<file path="src/hw/rtl/voice_slot_allocator_with_stealing_defines.svh">
// assertion macros used by the voice slot allocator datapath
`ifndef VOICE_SLOT_ALLOCATOR_WITH_STEALING_DEFINES_SVH
`define VOICE_SLOT_ALLOCATOR_WITH_STEALING_DEFINES_SVH

// same-cycle implication, checked outside reset
`define VSA_ASSERT_NOW(label, ante, cons, msg) \
    label: assert property (@(posedge i_clk) disable iff (!i_rst_n) (ante) |-> (cons)) \
        else $error(msg);

// next-cycle implication, checked outside reset
`define VSA_ASSERT_NEXT(label, ante, cons, msg) \
    label: assert property (@(posedge i_clk) disable iff (!i_rst_n) (ante) |=> (cons)) \
        else $error(msg);

`endif

</file>
<file path="src/hw/rtl/vsa_pkg.sv">
// shared types and constants of the voice slot allocator
package vsa_pkg;

    localparam int DEF_SLOT_COUNT  = 8;
    localparam int DEF_CURSOR_BITS = 24;
    localparam int DEF_ID_BITS     = 16;

    localparam int OP_W     = 2;
    localparam int PID_W    = 16;
    localparam int SND_W    = 8;
    localparam int CUR_W    = 24;
    localparam int SEL_W    = 3;
    localparam int STAT_W   = 3;
    localparam int SLOT_W   = 3;
    localparam int S_DATA_W = 56;
    localparam int M_DATA_W = 32;

    typedef enum logic [OP_W-1:0] {
        OP_START      = 2'd0,
        OP_STOP       = 2'd1,
        OP_STOP_ALL   = 2'd2,
        OP_SET_CURSOR = 2'd3
    } t_op;

    typedef enum logic [STAT_W-1:0] {
        ST_STARTED_FREE   = 3'd0,
        ST_STARTED_STOLEN = 3'd1,
        ST_REFUSED        = 3'd2,
        ST_STOPPED        = 3'd3,
        ST_STOP_MISSED    = 3'd4,
        ST_ALL_STOPPED    = 3'd5,
        ST_CURSOR_SET     = 3'd6
    } t_status;

    // controller to datapath
    typedef struct packed {
        logic load;
        logic scan;
        logic commit;
    } t_dp_cmd;

    // datapath to controller
    typedef struct packed {
        logic scan_done;
        logic out_full;
    } t_dp_sts;

endpackage

</file>
<file path="src/hw/rtl/vsa_ctrl.sv">
// request sequencer: idle, slot scan, commit
module vsa_ctrl (
    input  logic             i_clk,
    input  logic             i_rst_n,
    input  logic             i_s_tvalid,
    output logic             o_s_tready,
    input  vsa_pkg::t_op     i_op,
    output vsa_pkg::t_dp_cmd o_cmd,
    input  vsa_pkg::t_dp_sts i_sts
);
    import vsa_pkg::*;

    typedef enum logic [2:0] {
        S_IDLE = 3'b001,
        S_SCAN = 3'b010,
        S_DONE = 3'b100
    } t_state;

    t_state r_state;
    t_state n_state;
    logic   w_accept;

    assign o_s_tready   = (r_state == S_IDLE);
    assign w_accept     = i_s_tvalid && o_s_tready;
    assign o_cmd.load   = w_accept;
    assign o_cmd.scan   = (r_state == S_SCAN);
    assign o_cmd.commit = (r_state == S_DONE) && !i_sts.out_full;

    always_comb begin
        n_state = r_state;
        case (r_state)
            S_IDLE: begin
                if (w_accept) begin
                    if (i_op == OP_START || i_op == OP_STOP) begin
                        n_state = S_SCAN;
                    end else begin
                        n_state = S_DONE;
                    end
                end
            end
            S_SCAN: begin
                if (i_sts.scan_done) begin
                    n_state = S_DONE;
                end
            end
            S_DONE: begin
                if (!i_sts.out_full) begin
                    n_state = S_IDLE;
                end
            end
            default: begin
                n_state = S_IDLE;
            end
        endcase
    end

    always_ff @(posedge i_clk) begin
        if (!i_rst_n) begin
            r_state <= S_IDLE;
        end else begin
            r_state <= n_state;
        end
    end

endmodule

</file>
<file path="src/hw/rtl/vsa_dp.sv">
// slot tables, scan pipeline, commit logic and result register
`include "voice_slot_allocator_with_stealing_defines.svh"

module vsa_dp #(
    parameter int SLOT_COUNT  = vsa_pkg::DEF_SLOT_COUNT,
    parameter int CURSOR_BITS = vsa_pkg::DEF_CURSOR_BITS,
    parameter int ID_BITS     = vsa_pkg::DEF_ID_BITS
) (
    input  logic                        i_clk,
    input  logic                        i_rst_n,
    input  vsa_pkg::t_dp_cmd            i_cmd,
    output vsa_pkg::t_dp_sts            o_sts,
    input  vsa_pkg::t_op                i_op,
    input  logic [vsa_pkg::PID_W-1:0]   i_pid,
    input  logic [vsa_pkg::SND_W-1:0]   i_snd,
    input  logic                        i_keep,
    input  logic [vsa_pkg::CUR_W-1:0]   i_cur,
    input  logic                        i_rewind,
    input  logic [vsa_pkg::SEL_W-1:0]   i_sel,
    output logic                        o_m_tvalid,
    input  logic                        i_m_tready,
    output vsa_pkg::t_status            o_status,
    output logic [vsa_pkg::SLOT_W-1:0]  o_slot,
    output logic [vsa_pkg::CUR_W-1:0]   o_cursor
);
    import vsa_pkg::*;

    localparam int IDX_W  = $clog2(SLOT_COUNT);
    localparam int CNT_W  = $clog2(SLOT_COUNT + 1);
    localparam int META_W = SND_W + 1 + ID_BITS;

    // request
    t_op                 r_op;
    logic [PID_W-1:0]    r_pid;
    logic [SND_W-1:0]    r_snd;
    logic                r_keep;
    logic [CUR_W-1:0]    r_cur;
    logic                r_rewind;
    logic [SEL_W-1:0]    r_sel;

    // slot state
    logic [SLOT_COUNT-1:0]  r_playing;
    logic [CURSOR_BITS-1:0] r_cur_mem  [SLOT_COUNT];
    logic [META_W-1:0]      r_meta_mem [SLOT_COUNT];
    logic [CURSOR_BITS-1:0] r_cur_rd;
    logic [META_W-1:0]      r_meta_rd;

    // scan
    logic [CNT_W-1:0]       r_rd_idx;
    logic                   r_ev_vld;
    logic [IDX_W-1:0]       r_ev_idx;
    logic                   r_hit;
    logic [IDX_W-1:0]       r_tgt;
    logic [CURSOR_BITS-1:0] r_hit_cur;
    logic                   r_vic_vld;
    logic [IDX_W-1:0]       r_vic;
    logic [CURSOR_BITS-1:0] r_best;

    // result
    logic                r_out_vld;
    t_status             r_out_status;
    logic [SLOT_W-1:0]   r_out_slot;
    logic [CUR_W-1:0]    r_out_cursor;

    logic                   w_issue;
    logic [IDX_W-1:0]       w_rd_addr;
    logic                   w_eval;
    logic                   w_ev_play;
    logic                   w_ev_keep;
    logic [ID_BITS-1:0]     w_ev_owner;
    logic                   w_free_hit;
    logic                   w_stop_hit;
    logic                   w_vic_upd;

    logic                   w_start_ok;
    logic [IDX_W-1:0]       w_tgt;
    logic [IDX_W+2:0]       w_tgt_wide;
    logic [IDX_W+2:0]       w_sel_wide;
    logic                   w_sel_ok;
    logic [CURSOR_BITS+CUR_W-1:0] w_hc_wide;
    logic                   w_cur_we;
    logic [IDX_W-1:0]       w_cur_waddr;
    logic [CURSOR_BITS-1:0] w_cur_wdata;
    logic                   w_meta_we;
    logic                   w_play_set;
    logic                   w_play_clr;
    logic                   w_play_clr_all;
    t_status                w_status;
    logic [SLOT_W-1:0]      w_slot;
    logic [CUR_W-1:0]       w_cursor;

    // scan pipeline: address issue, registered read, evaluate
    assign w_rd_addr = r_rd_idx[IDX_W-1:0];
    assign w_issue   = i_cmd.scan && !r_hit && (r_rd_idx != CNT_W'(SLOT_COUNT));
    assign w_eval    = i_cmd.scan && r_ev_vld && !r_hit;

    assign w_ev_play  = r_playing[r_ev_idx];
    assign w_ev_owner = r_meta_rd[ID_BITS-1:0];
    assign w_ev_keep  = r_meta_rd[ID_BITS];

    assign w_free_hit = w_eval && (r_op == OP_START) && !w_ev_play;
    assign w_stop_hit = w_eval && (r_op == OP_STOP) && w_ev_play
                        && (w_ev_owner == ID_BITS'(r_pid));
    assign w_vic_upd  = w_eval && (r_op == OP_START) && w_ev_play && !w_ev_keep
                        && (!r_vic_vld || (r_cur_rd > r_best));

    assign o_sts.scan_done = r_hit || ((r_rd_idx == CNT_W'(SLOT_COUNT)) && !r_ev_vld);
    assign o_sts.out_full  = r_out_vld && !i_m_tready;

    always_ff @(posedge i_clk) begin
        if (i_cmd.load) begin
            r_op     <= i_op;
            r_pid    <= i_pid;
            r_snd    <= i_snd;
            r_keep   <= i_keep;
            r_cur    <= i_cur;
            r_rewind <= i_rewind;
            r_sel    <= i_sel;
        end
    end

    always_ff @(posedge i_clk) begin
        if (!i_rst_n) begin
            r_rd_idx  <= '0;
            r_ev_vld  <= 1'b0;
            r_hit     <= 1'b0;
            r_vic_vld <= 1'b0;
        end else if (i_cmd.load) begin
            r_rd_idx  <= '0;
            r_ev_vld  <= 1'b0;
            r_hit     <= 1'b0;
            r_vic_vld <= 1'b0;
        end else begin
            r_ev_vld <= w_issue;
            if (w_issue) begin
                r_rd_idx <= r_rd_idx + CNT_W'(1);
            end
            if (w_free_hit || w_stop_hit) begin
                r_hit <= 1'b1;
            end
            if (w_vic_upd) begin
                r_vic_vld <= 1'b1;
            end
        end
    end

    always_ff @(posedge i_clk) begin
        if (w_issue) begin
            r_ev_idx  <= w_rd_addr;
            r_cur_rd  <= r_cur_mem[w_rd_addr];
            r_meta_rd <= r_meta_mem[w_rd_addr];
        end
        if (w_free_hit || w_stop_hit) begin
            r_tgt     <= r_ev_idx;
            r_hit_cur <= r_cur_rd;
        end
        if (w_vic_upd) begin
            r_vic  <= r_ev_idx;
            r_best <= r_cur_rd;
        end
    end

    // commit decode
    assign w_start_ok = r_hit || r_vic_vld;
    assign w_tgt      = r_hit ? r_tgt : r_vic;
    assign w_tgt_wide = (IDX_W + 3)'(w_tgt);
    assign w_sel_wide = (IDX_W + 3)'(r_sel);
    assign w_sel_ok   = 32'(r_sel) < 32'(SLOT_COUNT);
    assign w_hc_wide  = (CURSOR_BITS + CUR_W)'(r_hit_cur);

    always_comb begin
        w_cur_we       = 1'b0;
        w_cur_waddr    = w_tgt;
        w_cur_wdata    = CURSOR_BITS'(r_cur);
        w_meta_we      = 1'b0;
        w_play_set     = 1'b0;
        w_play_clr     = 1'b0;
        w_play_clr_all = 1'b0;
        w_status       = ST_REFUSED;
        w_slot         = '0;
        w_cursor       = '0;
        case (r_op)
            OP_START: begin
                if (w_start_ok) begin
                    w_cur_we   = 1'b1;
                    w_meta_we  = 1'b1;
                    w_play_set = 1'b1;
                    w_slot     = w_tgt_wide[SLOT_W-1:0];
                    w_status   = r_hit ? ST_STARTED_FREE : ST_STARTED_STOLEN;
                    if (r_rewind) begin
                        w_cur_wdata = '0;
                    end
                end
            end
            OP_STOP: begin
                if (r_hit) begin
                    w_play_clr = 1'b1;
                    w_status   = ST_STOPPED;
                    w_slot     = w_tgt_wide[SLOT_W-1:0];
                    w_cursor   = w_hc_wide[CUR_W-1:0];
                end else begin
                    w_status   = ST_STOP_MISSED;
                end
            end
            OP_STOP_ALL: begin
                w_play_clr_all = 1'b1;
                w_status       = ST_ALL_STOPPED;
            end
            OP_SET_CURSOR: begin
                w_cur_we    = w_sel_ok;
                w_cur_waddr = w_sel_wide[IDX_W-1:0];
                w_status    = ST_CURSOR_SET;
                w_slot      = r_sel;
            end
            default: begin
                w_status = ST_REFUSED;
            end
        endcase
    end

    always_ff @(posedge i_clk) begin
        if (i_cmd.commit && w_cur_we) begin
            r_cur_mem[w_cur_waddr] <= w_cur_wdata;
        end
        if (i_cmd.commit && w_meta_we) begin
            r_meta_mem[w_tgt] <= {r_snd, r_keep, ID_BITS'(r_pid)};
        end
    end

    always_ff @(posedge i_clk) begin
        if (!i_rst_n) begin
            r_playing <= '0;
        end else if (i_cmd.commit) begin
            if (w_play_clr_all) begin
                r_playing <= '0;
            end else if (w_play_set) begin
                r_playing[w_tgt] <= 1'b1;
            end else if (w_play_clr) begin
                r_playing[w_tgt] <= 1'b0;
            end
        end
    end

    // result register
    always_ff @(posedge i_clk) begin
        if (!i_rst_n) begin
            r_out_vld <= 1'b0;
        end else if (i_cmd.commit) begin
            r_out_vld <= 1'b1;
        end else if (i_m_tready) begin
            r_out_vld <= 1'b0;
        end
    end

    always_ff @(posedge i_clk) begin
        if (i_cmd.commit) begin
            r_out_status <= w_status;
            r_out_slot   <= w_slot;
            r_out_cursor <= w_cursor;
        end
    end

    assign o_m_tvalid = r_out_vld;
    assign o_status   = r_out_status;
    assign o_slot     = r_out_slot;
    assign o_cursor   = r_out_cursor;

    `VSA_ASSERT_NOW(a_commit_no_overwrite, i_cmd.commit, !(r_out_vld && !i_m_tready), "result overwritten before taken")
    `VSA_ASSERT_NEXT(a_commit_gives_result, i_cmd.commit, r_out_vld, "commit without result")
    `VSA_ASSERT_NOW(a_hit_needs_scan_op, r_hit, (r_op == OP_START) || (r_op == OP_STOP), "scan hit on non-scan op")
    `VSA_ASSERT_NOW(a_stop_hit_playing, $rose(r_hit) && (r_op == OP_STOP), r_playing[r_tgt], "stop hit on idle slot")

endmodule

</file>
<file path="src/hw/rtl/voice_slot_allocator_with_stealing.sv">
// top level of the voice slot allocator with stealing
//
// channel  dir  tdata (low bit up)                                 tuser
// -------  ---  -------------------------------------------------  ---------------
// s        in   voice_id[15:0] sound_id[23:16] no_steal[24]         operation[1:0]
//               cursor_value[48:25] reset_to_start[49]
//               slot_select[52:50], zero fill to 56
// m        out  slot_index[2:0] cursor_out[26:3], zero fill to 32   status[2:0]
//
// start and stop walk the slots one per cycle through the registered read of the
// slot tables, the whole pool when nothing ends the walk, stopping early when a
// free slot (start) or a playing slot with the matching id (stop) turns up
// stop-all and set-cursor skip the scan and go from the accept straight to commit
// synchronous active-low reset clears the playing flags and the control state,
// the per-slot tables are only used for playing slots and need no clearing
// a stalled result sits in the output register, the next request is taken and
// scanned meanwhile but its commit waits until the register empties
module voice_slot_allocator_with_stealing #(
    parameter int SLOT_COUNT  = vsa_pkg::DEF_SLOT_COUNT,
    parameter int CURSOR_BITS = vsa_pkg::DEF_CURSOR_BITS,
    parameter int ID_BITS     = vsa_pkg::DEF_ID_BITS
) (
    input  logic                           i_clk,
    input  logic                           i_rst_n,
    // request channel
    input  logic                           i_s_tvalid,
    output logic                           o_s_tready,
    // voice_id, sound_id, no_steal, cursor_value, reset_to_start, slot_select
    input  logic [vsa_pkg::S_DATA_W-1:0]   i_s_tdata,
    // operation
    input  logic [vsa_pkg::OP_W-1:0]       i_s_tuser,
    // result channel
    output logic                           o_m_tvalid,
    input  logic                           i_m_tready,
    // slot_index, cursor_out
    output logic [vsa_pkg::M_DATA_W-1:0]   o_m_tdata,
    // status
    output logic [vsa_pkg::STAT_W-1:0]     o_m_tuser
);
    import vsa_pkg::*;

    t_dp_cmd            w_cmd;
    t_dp_sts            w_sts;
    t_op                w_op;
    t_status            w_status;
    logic [SLOT_W-1:0]  w_slot;
    logic [CUR_W-1:0]   w_cursor;

    // request fields unpacked from the transaction
    assign w_op = t_op'(i_s_tuser);

    vsa_ctrl u_ctrl (
        .i_clk      (i_clk),
        .i_rst_n    (i_rst_n),
        .i_s_tvalid (i_s_tvalid),
        .o_s_tready (o_s_tready),
        .i_op       (w_op),
        .o_cmd      (w_cmd),
        .i_sts      (w_sts)
    );

    vsa_dp #(
        .SLOT_COUNT  (SLOT_COUNT),
        .CURSOR_BITS (CURSOR_BITS),
        .ID_BITS     (ID_BITS)
    ) u_dp (
        .i_clk      (i_clk),
        .i_rst_n    (i_rst_n),
        .i_cmd      (w_cmd),
        .o_sts      (w_sts),
        .i_op       (w_op),
        .i_pid      (i_s_tdata[15:0]),
        .i_snd      (i_s_tdata[23:16]),
        .i_keep     (i_s_tdata[24]),
        .i_cur      (i_s_tdata[48:25]),
        .i_rewind   (i_s_tdata[49]),
        .i_sel      (i_s_tdata[52:50]),
        .o_m_tvalid (o_m_tvalid),
        .i_m_tready (i_m_tready),
        .o_status   (w_status),
        .o_slot     (w_slot),
        .o_cursor   (w_cursor)
    );

    // result fields packed into the transaction
    assign o_m_tdata = {(M_DATA_W - CUR_W - SLOT_W)'(0), w_cursor, w_slot};
    assign o_m_tuser = w_status;

endmodule

</file>
<file path="config.mk">
export PLATFORM = sky130hd
export DESIGN_NAME = voice_slot_allocator_with_stealing
export DESIGN_NICKNAME = d
export VERILOG_FILES = /design/src/hw/rtl/vsa_pkg.sv /design/src/hw/rtl/vsa_ctrl.sv /design/src/hw/rtl/vsa_dp.sv /design/src/hw/rtl/voice_slot_allocator_with_stealing.sv
export VERILOG_INCLUDE_DIRS = /design/src /design/src/hw/rtl
export SDC_FILE = /design/constraint.sdc
export NUM_CORES = 1
export LEC_CHECK = 0
export ABC_AREA = 1
export ABC_CLOCK_PERIOD_IN_PS = 4600
export BUFFER_PORTS_ARGS = -buffer_cell sky130_fd_sc_hd__buf_2
export CAP_MARGIN = 5
export CORE_ASPECT_RATIO = 1.2
export CORE_MARGIN = 2
export CORE_UTILIZATION = 35
export DETAILED_ROUTE_END_ITERATION = 10
export SKIP_LAST_GASP = 1
export SLEW_MARGIN = 20
export SYNTH_ARGS = -nofsm -noshare
export SYNTH_HDL_FRONTEND = slang
export SYNTH_SLANG_ARGS = --single-unit
</file>
<file path="constraint.sdc">
create_clock -name i_clk -period 4.6 [get_ports i_clk]
set_input_delay 0 -clock i_clk [delete_from_list [all_inputs] [get_ports i_clk]]
set_output_delay 0 -clock i_clk [all_outputs]
set_load 0.02 [all_outputs]
</file>
== After elaboration in Yosys (flattened, before gate mapping) ==
Memories as Yosys holds them, arrays and structs flattened. A register that Yosys moved wholly into a read port is not among the register bits.
Cells that the tools add are included.

* Reductions and logical operators: 39
* Equal/unequal tests: 13
* Magnitude comparators: 4
* Muxes and demuxes: 36
* Add/sub/neg operators: 1
* Bitwise gates (word level): 4

{| class="wikitable"
|+ Operators with widths
! kind !! count
|-
| 2-to-1 mux 24 bit || 3
|-
| 2-to-1 mux 3 bit || 10
|-
| greater-than comparator 24 bit || 1
|-
| 2-to-1 mux 8 bit || 3
|-
| logical AND 1 bit || 19
|-
| one-hot mux 3 bit (3 select lines) || 2
|-
| == test 16 bit || 1
|-
| 2-to-1 mux 1 bit || 14
|-
| one-hot mux 3 bit (4 select lines) || 1
|-
| AND 8 bit || 1
|-
| < comparator 3 x 4 -> 1 bit, second input constant || 2
|-
| NOT 8 bit || 1
|-
| bitwise OR 8 bit || 1
|-
| zero test 1 bit || 7
|-
| inequality test 2 bit, second input constant || 3
|-
| logical OR 1 bit || 5
|-
| adder 4 x 1 -> 4 bit, second input constant || 1
|-
| == test 2 x 1 -> 1 bit, second input constant || 2
|-
| == test 2 bit, second input constant || 2
|-
| == test 4 bit, second input constant || 1
|-
| zero test 2 bit || 2
|-
| inequality test 4 bit, second input constant || 1
|-
| AND reduction 2 bit || 2
|-
| binary-select mux 1 bit (select 3 bit) || 1
|-
| other kinds (11) || 11
|}

* Bits in writable memories: 392
* Memories kept: 2
* Logic and storage cells: 121
* Input bits: 62
* Bits in registers: 161

{| class="wikitable"
|+ Memories
! name !! depth !! width !! rd ports !! clocked after Yosys merged registers in !! write ports !! RTL line !! source
|-
| u_dp.r_meta_mem || 8 || 25 || 1 || 1 || 1 || vsa_dp.sv:44 || <nowiki>logic [META_W-1:0] r_meta_mem [SLOT_COUNT];</nowiki>
|-
| u_dp.r_cur_mem || 8 || 24 || 1 || 1 || 1 || vsa_dp.sv:43 || <nowiki>logic [CURSOR_BITS-1:0] r_cur_mem [SLOT_COUNT];</nowiki>
|}

== Logic depth before layout (Yosys ltp) ==
Gate-level depths: netlist (run 1).

* Depth after elaboration: 10
* Depth in mapped cells: 13

== Modules after synthesis ==
From an unflattened synthesis (run 1), not the netlist that was laid out.

* Cell total of the unflattened synthesis: 1,593
* Area, all modules: 20,642.3 µm²

{| class="wikitable"
|+ By module, submodules not included
! module !! instances !! cells each !! area an instance (µm²)
|-
| vsa_dp || 1 || 1,555 || 20,390.8
|-
| vsa_ctrl || 1 || 32 || 210.2
|-
| voice_slot_allocator_with_stealing || 1 || 6 || 41.3
|}

== Least setup slack after synthesis (run 1) ==
Ideal clock, no wire load.

* Path type: register to register
* Start point: register u_ctrl.r_state[0]
* End point: register u_dp.r_rd_idx[2]
* Data arrival time: 3,403 ps
* Clock period less this slack: 3,520 ps
* Data required time: 4,483 ps
* Cell stages (with the launch flop): 7
* Library setup time: 117 ps
* Slack: 1,080 ps
* Cell sequence: dfxtp_1 inv_1 nor3_4 inv_1 nor2_1 nor2_1 and3_1

{| class="wikitable"
|+ RTL lines
! element !! RTL line !! source
|-
| start: declaration || vsa_ctrl.sv:19 || <nowiki>t_state r_state;</nowiki>
|-
| start signal: assignment || vsa_ctrl.sv:61 || <nowiki>r_state <= n_state;</nowiki>
|-
| end signal: assignment || vsa_dp.sv:136 || <nowiki>r_rd_idx <= r_rd_idx + CNT_W'(1);</nowiki>
|-
| end: declaration || vsa_dp.sv:49 || <nowiki>logic [CNT_W-1:0] r_rd_idx;</nowiki>
|}

== Worst setup path in the final report (run 1) ==
* Start point: register u_dp.r_rd_idx[0]
* End point: register u_dp.r_cur_rd[22], read port of u_dp.r_cur_mem (data pin)

* Word-level cells in the longest chain between the ends: 2

{| class="wikitable"
|+ RTL lines
! element !! RTL line !! source
|-
| inequality test 4 bit || vsa_dp.sv:94 || <nowiki>assign w_issue = i_cmd.scan && !r_hit && (r_rd_idx != CNT_W'(SLOT_COUNT));</nowiki>
|-
| logical AND 1 bit || vsa_dp.sv:94 ||
|-
| end: declaration || vsa_dp.sv:45 || <nowiki>logic [CURSOR_BITS-1:0] r_cur_rd;</nowiki>
|}

Several ways; a longest one is shown, not always the timed one.
A chain may end at the register's enable or synchronous reset.

==> impl_metrics.yaml, run 1 <==
routing:
  drtAntennaViolNets: 0
  vias: 12100
  routedWlPerCell_um: 17.1
  drt_iter0_drc: 1026
  drc_errors: 0
  viasPerCell: 4.84
  drt-total-wl_um: 42800
  drtPass1Iterations: 5
power_and_ir_drop:
  intPower_mw: 8.03
  ir_worst_vdd_mv: 0.345
  p_seq_share_pct: 53.9
  p_leak_nw: 8.52
  swShare_pct: 23.0
  pwr-share-clk_pct: 38.7
  power.density_mw_per_mm2: 437
  p_switching_mw: 2.40
  finalPower_mw: 10.4
  power.share.combinational_pct: 7.4
synth:
  ys_seq_area_share_pct: 75.5
  async_reset_ff_share_pct: 0
  yosys.area.top_type_share_pct: 73.6
  yosysWarnings: 0
  yosys_most_used_dff: "edfxtp_1"
  synth_edf_count: 503
  ys_ff_latch: 522
  ys_types: 37
  synth_top_area_cell: "edfxtp_1"
  synth_cells: 1573
  synth_area_leaders: "edfxtp_1, nor2_1, o21ai_0"
  syn_area_mm2: 0.0205
  avgSynthCellArea_um2: 13.0
critical_path:
  cp.required_ps: 4980
  r2r_slack_ps: 1690
  crit_path_start: "u_dp.r_rd_idx[0]$_SDFFE_PP0P_"
  critPathCaptureType: "flop"
  crit_type: "reg -> reg"
  r2r_start: "u_dp.r_rd_idx[0]$_SDFFE_PP0P_"
  worstPathArrival_ps: 3290
  r2r-end: "u_dp.r_cur_rd[22]$_DFFE_PP_"
  start_kind: "flop"
  rr_worst_depth: 6
  crit_fanout: 77
  cp-endpoint: "u_dp.r_cur_rd[22]$_DFFE_PP_"
hold_path:
  hold_class: "in -> reg"
  hold_start: "i_s_tdata[9]"
clock_network:
  cts_root_buffer: "clkbuf_16"
  cts_resized: 0
  cts_num_sinks: 522
  postCtsSetupBuffers: 0
  htree_levels: 2
  cts_buffers: 50
  path_clk_slew_ps: 60
  cts_tree: "done"
  worstSkewPairLatency_ps: 590
  clock_path_buffers: 3
floorplan:
  core.rowCount: 97
  coreArea_mm2: 0.0581
  pin_count: 99
  initial_core_util_pct: 35.3
  die_w_um: 225
  die_y_um: 269
  die_area_mm2: 0.0606
place:
  placed_cells: 2356
  pre_cts_slack_ps: 1690
  dp_hpwl_um: 23500
  placed_area_mm2: 0.0217
  io_buffers: 82
  globalplace.congestion: 0.820
grt:
  grt_max_degree: 97
  grt_usage_pct: 14.0
  antenna_found_initial: 0
  grt_pass1_wl_um: 66300
  grt-ovfl-total: 0
  grt_pass1_vias: 11800
run:
  maxCapViolations: 0
timing:
  tightest_slew_ps: 1050
  worst_clock_skew_ps: 22.8
  slew_violations: 0
  hold_ws_ps: 122
  finalHoldViolCount: 0
  setup_viol: 0
  rsz0062_at_grt: "no"
  fin_crit_sh_pct: 63.2
  fmax_ghz: 0.344
  slew_headroom_pct: 29.8
  min_period_ps: 2910
  worst_slack_ps: 1690
  fin_setup_tns_ps: 0
layout:
  utilization_pct: 41.1
  area_delta_synth_final_pct: 16.4
  nNetsFinal: 1809
  layout-drive-gt1-share_pct: 12.1
  diodes: 0
  stdcell_area_mm2: 0.0239
  final_cell_count_no_fill: 2498
run_status:
  outcome: "finished, final reports clean"
==> critical path, cell delays in order (launching register included) <==
cell	delay [ps]
dfxtp_4	510
buf_4	650
buf_4	780
o21ai_0	190
o22ai_1	190
nor2_1	70
a31oi_1	270
==> metal layers <==
| metal | up-vias | routed length [um] | GRT usage, % |
|---|---|---|---|
| met4 | 0 | 1030 | 4.81 |
| met3 | 78 | 2360 | 2.22 |
| met2 | 312 | 21100 | 23.9 |
| met5 | - | 0 | 0 |
| met1 | 5869 | 18300 | 18.2 |
| li1 | 5828 | - | - |
==> cells by family (layout without fill, tap and decap cells) <==
logic type,Yosys count,in the layout,synth area share (%)
DFF,522,522,75.5
and+or+nand+nor,518,518,10.0
AOI/OAI and AO/OA,292,292,7.99
buffers and inverters,196,375,4.06
adders and majority gates,30,30,1.83
xor gates and xnor gates,14,14,0.598
other,1,5,0.0183
==> power by group through the flow <==
stage	Combinational, mW	Clock [mW]	Sequential [mW]
3_5_place_dp	0.741	0	5.73
3_3_place_gp	0.712	0	5.72
2_1_floorplan	0.502	0	5.69
5_1_grt	0.871	4.33	5.64
4_1_cts	0.779	4.13	5.63
6_report	0.768	4.04	5.62
==> cell usage after synthesis (3+ instances only) <==
cell type    n
nand2_1    112
buf_6        3
clkbuf_1    39
xnor2_1     13
a21oi_1     18
a31oi_1     45
o21ai_0    169
inv_1      119
nand2_2      5
o21ai_2      3
ha_1        30
nor2_1     364
nand3_1     23
edfxtp_1   503
buf_2       14
nand4_1      4
dfxtp_1     19
a211oi_1     8
buf_1        3
o22ai_1     41
buf_4       14
==> sequential cells by signal, summed over array words and instances (netlist names), 16 cells and up <==
signal           cells
u_dp.r_cur_mem     192
u_dp.r_cur          24
u_dp.o_cursor       24
u_dp.r_meta_mem    136
u_dp.r_cur_rd       24
u_dp.r_meta_rd      17
u_dp.r_hit_cur      24
u_dp.r_pid          16
u_dp.r_best         24
==> cells in the final DEF, fill, tap and decap left out, types with 3 or more instances in the layout <==
| cell type | instances |
|---|---|
| xnor2_1 | 13 |
| dfxtp_1 | 17 |
| inv_1 | 116 |
| nand2_1 | 111 |
| o21ai_2 | 3 |
| nand2_2 | 6 |
| nand4_1 | 4 |
| o21ai_0 | 169 |
| nor2_1 | 355 |
| clkinv_1 | 10 |
| ha_1 | 30 |
| edfxtp_1 | 503 |
| buf_2 | 82 |
| nand3_1 | 23 |
| inv_2 | 3 |
| inv_4 | 3 |
| a21oi_1 | 17 |
| conb_1 | 5 |
| a31oi_1 | 45 |
| clkinv_2 | 9 |
| a211oi_1 | 8 |
| clkbuf_1 | 13 |
| dlygate4sd3_1 | 51 |
| nor2_2 | 8 |
| o22ai_1 | 41 |
| bufinv_16 | 5 |
| buf_4 | 28 |
| clkbuf_16 | 50 |
==> worst min path at each step <==
stage,end,slack (ps),cells past startpoint
floorplan,u_dp.r_cur[0]$_DFFE_PP_,100,0
detailed placement,u_dp.r_cur[21]$_DFFE_PP_,180,1
global route,u_dp.r_pid[7]$_DFFE_PP_,100,2
CTS,u_dp.r_pid[11]$_DFFE_PP_,90,2
global placement,u_dp.r_pid[14]$_DFFE_PP_,180,1
finish,u_dp.r_pid[9]$_DFFE_PP_,120,2
==> repair_timing <==
| action | CTS | global route |
|---|---|---|
| hold endpoints to repair | 61 | 0 |
| endpoints found under the setup margin | 0 | 0 |
| hold buffers | 51 | 0 |
==> area by class of cell <==
type | count | area [um2]
multi-input combinational | 859 | 4240
clock buffer | 63 | 1300
sequential | 522 | 15500
inverter | 123 | 470
timing repair buffer | 161 | 1130
clock inverter | 28 | 307
tap | 742 | 928
fill | 5258 | 34300
No activity file was read; power rests on OpenSTA's default activity.
==> inputs of run 2 (changes only) <==
ABC_CLOCK_PERIOD_IN_PS = 2370   (was 4600)
clock period = 2.37 ns   (was 4.6 ns; I/O delays follow)
==> impl_metrics.yaml, run 2 (synthesized netlist as in run 1, its figures left out) <==
critical_path:
  cp_slowest_cell: "edfxtp_1"
  crit_type: "reg -> reg"
  r2r_slack_ps: 80
  cpPeakStageDelay_ps: 410
  cp.required_ps: 2670
  worstPathArrival_ps: 2590
  crit_fanout: 9
  crit_buf_inv: 5
  crit_path_cell_trace: "inv_1, ha_4, inv_2, a21oi_4, inv_4, a211oi_4, nand2_2, nor2_4, buf_12, clkbuf_16"
  worst-path-stages: 10
  critPathCaptureType: "flop"
  r2r_start: "u_dp.r_op[1]$_DFFE_PP_"
  rr_worst_depth: 10
  r2r-end: "u_dp.r_cur_mem[7][17]$_DFFE_PP_"
  start_kind: "flop"
  crit_family: "buffers and inverters"
routing:
  drc_errors: 0
  drt_iter0_drc: 804
  drtAntennaViolNets: 0
  routedWlPerCell_um: 17.1
  drt-total-wl_um: 43200
  vias: 12300
  viasPerCell: 4.86
  drtPass1Iterations: 5
layout:
  diodes: 0
  reg.largest.list: "u_dp.r_cur_mem: 192 flops, u_dp.r_meta_mem: 136 flops"
  utilization_pct: 42.0
  layout-drive-gt1-share_pct: 13.8
  stdcell_area_mm2: 0.0244
  fillers: 5239
  regMostFlops: "u_dp.r_cur_mem"
  largest_reg_flops: 192
  area_delta_synth_final_pct: 19.1
  nNetsFinal: 1831
  final_cell_mix: "edfxtp_1, nor2_1, o21ai_0"
  final_common_cell: "edfxtp_1"
place:
  dp_hpwl_um: 25200
  pre_cts_slack_ps: 79.1
  io_buffers: 82
  placed_area_mm2: 0.0222
  globalplace.congestion: 0.833
power_and_ir_drop:
  power.density_mw_per_mm2: 822
  ir_worst_vdd_mv: 0.498
  finalPower_mw: 20.1
  p_leak_nw: 8.72
grt:
  grt_usage_pct: 13.9
  grt_pass1_vias: 12000
  grt_max_degree: 86
  grt_pass1_wl_um: 65600
  grt-ovfl-total: 0
  antenna_found_initial: 0
timing:
  finalHoldViolCount: 0
  min_period_ps: 2290
  slew_violations: 0
  worst_slack_ps: 76.9
  worst_clock_skew_ps: 27.5
  fin_crit_sh_pct: 96.8
  hold_ws_ps: 118
  fmax_ghz: 0.436
  setup_viol: 0
floorplan:
  die_y_um: 269
  die_area_mm2: 0.0606
  pin_count: 99
  coreArea_mm2: 0.0581
  die_w_um: 225
  initial_core_util_pct: 35.3
  core.rowCount: 97
run:
  maxCapViolations: 0
clock_network:
  cts_buffers: 50
  cts_num_sinks: 522
  cts_root_buffer: "clkbuf_16"
  cts_tree: "done"
  path_clk_slew_ps: 60
  clock_path_buffers: 3
  htree_levels: 2
  worstSkewPairLatency_ps: 590
hold_path:
  whs_endpoint: "u_dp.r_pid[3]$_DFFE_PP_"
  worst_hold_path.num_cells: 2
  hold_class: "in -> reg"
  hold_start: "i_s_tdata[3]"
run_status:
  outcome: "finished, final reports clean"
run 2: routing by layer:
metal | global-route usage (%) | vias to the layer above | wire (um)
met5 | 0 | - | 0
met4 | 5.12 | 0 | 1270
met3 | 2.01 | 84 | 2230
met2 | 23.6 | 340 | 21100
met1 | 17.9 | 5936 | 18600
li1 | - | 5892 | -
run 2: final cells by class:
class | instances | area, um2 | share of cell area [%]
clock buffer | 63 | 1330 | 5.45
multi-input combinational | 859 | 4280 | 17.5
clock inverter | 30 | 220 | 0.902
timing repair buffer | 183 | 1700 | 6.97
tap | 742 | 928 | 3.80
sequential | 522 | 15500 | 63.4
inverter | 123 | 473 | 1.94
run 2: how the worst max path moves through the flow:
stage	slack, ps	from	end
2_1_floorplan	-240	u_ctrl.r_state[1]$_SDFFE_PN0P_	u_dp.r_cur_mem[2][0]$_DFFE_PP_
3_3_place_gp	160	u_dp.r_op[0]$_DFFE_PP_	u_dp.r_cur_mem[4][15]$_DFFE_PP_
3_5_place_dp	80	u_dp.r_op[0]$_DFFE_PP_	u_dp.r_cur_mem[6][21]$_DFFE_PP_
4_1_cts	70	u_dp.r_op[0]$_DFFE_PP_	u_dp.r_cur_mem[6][20]$_DFFE_PP_
5_1_grt	-20	u_dp.r_op[0]$_DFFE_PP_	u_dp.r_cur_mem[7][17]$_DFFE_PP_
6_report	80	u_dp.r_op[1]$_DFFE_PP_	u_dp.r_cur_mem[7][17]$_DFFE_PP_
run 2: where the power goes:
group	internal [mW]	total [mW]	switching (mW)
registers	10.7	10.9	0.218
logic	0.540	1.66	1.12
clock network	4.12	7.54	3.41
run 2: timing repair:
action,CTS,global route
hold buffers,51,0
endpoints found under the hold margin,61,0
setup endpoints to repair,0,124
buffers inserted,0,4
resized for setup,0,7
run 2: metrics by stage:
step / instances / setup TNS, ps
2_1_floorplan: 1577 / -68660
3_3_place_gp: 2370 / 0
3_5_place_dp: 2370 / 0
4_1_cts: 2514 / 0
5_1_grt: 2522 / -165
6_report: 2522 / 0
==> inputs of run 3 (changes only) <==
CORE_UTILIZATION = 55   (was 35)
PLACE_DENSITY = 0.75   (was not set)
==> impl_metrics.yaml, run 3 (synthesized netlist as in run 1, its figures left out) <==
run_status:
  outcome: "finished, final reports clean"
routing:
  routedWlPerCell_um: 17.7
  vias: 12300
  drt-total-wl_um: 39600
  drtAntennaViolNets: 0
  viasPerCell: 5.48
  drt_iter0_drc: 1069
  drtPass1Iterations: 7
  drc_errors: 0
grt:
  grt_usage_pct: 20.1
  grt_max_degree: 91
  antenna_found_initial: 0
  grt_pass1_wl_um: 61300
  grt-ovfl-total: 0
  grt_pass1_vias: 12100
layout:
  final_cell_count_no_fill: 2241
  nNetsFinal: 1823
  final_cell_mix: "edfxtp_1, nor2_1, o21ai_0"
  regMostFlops: "u_dp.r_cur_mem"
  area_delta_synth_final_pct: 16.5
  reg.largest.list: "u_dp.r_cur_mem: 192 flops, u_dp.r_meta_mem: 136 flops"
  final_common_cell: "edfxtp_1"
  fillers: 2596
  layout-drive-gt1-share_pct: 13.1
  stdcell_area_mm2: 0.0239
  diodes: 0
  utilization_pct: 64.9
  largest_reg_flops: 192
floorplan:
  die_y_um: 216
  core.rowCount: 77
  coreArea_mm2: 0.0368
  pin_count: 99
  die_area_mm2: 0.0389
  initial_core_util_pct: 55.7
  die_w_um: 180
timing:
  worst_slack_ps: 91.1
  finalHoldViolCount: 0
  fin_setup_tns_ps: 0
  slew_violations: 0
  fmax_ghz: 0.439
  worst_clock_skew_ps: 10.3
  hold_ws_ps: 141
  setup_viol: 0
  rsz0062_at_grt: "yes"
  fin_crit_sh_pct: 96.2
  min_period_ps: 2280
power_and_ir_drop:
  ir_worst_vdd_mv: 0.616
  finalPower_mw: 19.8
  power.density_mw_per_mm2: 828
  p_leak_nw: 8.64
clock_network:
  cts_num_sinks: 522
  cts_tree: "done"
  cts_buffers: 48
  worstSkewPairLatency_ps: 560
  path_clk_slew_ps: 70
  htree_levels: 2
  cts_root_buffer: "clkbuf_16"
  clock_path_buffers: 3
critical_path:
  crit_fanout: 12
  cp.required_ps: 2640
  worstPathArrival_ps: 2550
  crit_path_cell_trace: "inv_1, ha_2, inv_2, a21oi_4, inv_4, a211oi_4, nand2_4, nor2_4, clkbuf_16"
  crit_type: "reg -> reg"
  rr_worst_depth: 9
  cp_slowest_cell: "edfxtp_1"
  start_kind: "flop"
  cpPeakStageDelay_ps: 420
  critPathCaptureType: "flop"
hold_path:
  worst_hold_path.num_cells: 2
  hold_class: "in -> reg"
place:
  placed_area_mm2: 0.0218
  dp_hpwl_um: 22700
  globalplace.congestion: 0.858
  placed_cells: 2101
  pre_cts_slack_ps: 116
  io_buffers: 82
run:
  maxCapViolations: 0
==> run 3: cell count changes in the layout (fill, tap and decap cells not counted), sizes merged <==
cell	previous run	this run
inv	126	123
bufinv	1	3
clkinv	23	25
buf	129	124
clkbuf	66	57
==> run 3: area by class of cell <==
cell class	instances	area, um2	share of cell area (%)
Clock inverter	31	236	0.990
Timing Repair Buffer	177	1580	6.60
Sequential cell	522	15500	64.8
Inverter	123	473	1.98
Multi-Input combinational cell	859	4270	17.9
Clock buffer	55	1250	5.23
Tap cell	474	593	2.48
==> run 3: final timing paths <==
| path | from | end | slack [ps] |
|---|---|---|---|
| worst min-delay path | i_s_tdata[47] | u_dp.r_cur[22]$_DFFE_PP_ | 140 |
| worst max-delay path | u_dp.r_op[1]$_DFFE_PP_ | u_dp.r_cur_mem[1][18]$_DFFE_PP_ | 90 |
| worst max register to register | u_dp.r_op[1]$_DFFE_PP_ | u_dp.r_cur_mem[1][18]$_DFFE_PP_ | 90 |
| worst min register to register | u_dp.r_cur_rd[19]$_DFFE_PP_ | u_dp.r_hit_cur[19]$_DFFE_PP_ | 480 |
==> run 3: report_power, final <==
part | internal, mW | total [mW] | leakage, nW | switching, mW
Combinational | 0.531 | 1.63 | 3.21 | 1.10
Clock | 4.10 | 7.27 | 0.729 | 3.17
Sequential | 10.7 | 10.9 | 4.71 | 0.217
==> run 3: worst max-delay path: cells and delay by family, from the launching register on <==
family / cells / cell delay (ps)
adder cells (fa/ha/maj): 1 / 200
flip-flops: 1 / 420
AND/OR/NAND/NOR: 2 / 350
buffers and inverters: 4 / 460
AO/OA/AOI/OAI: 2 / 540
==> run 3: what timing repair did <==
action / in CTS / in global routing
hold buffers: 51 / 0
endpoints found under the hold margin: 64 / 0
endpoints found under the setup margin: 0 / 106
setup buffers: 0 / 1
gates resized for setup: 0 / 7
==> run 3: metal layers <==
| metal | GRT usage [%] | wire length (um) |
|---|---|---|
| met1 | 26.9 | 16400 |
| met3 | 3.24 | 3060 |
| met5 | 0 | 0 |
| met4 | 8.44 | 1050 |
| met2 | 33.0 | 19100 |
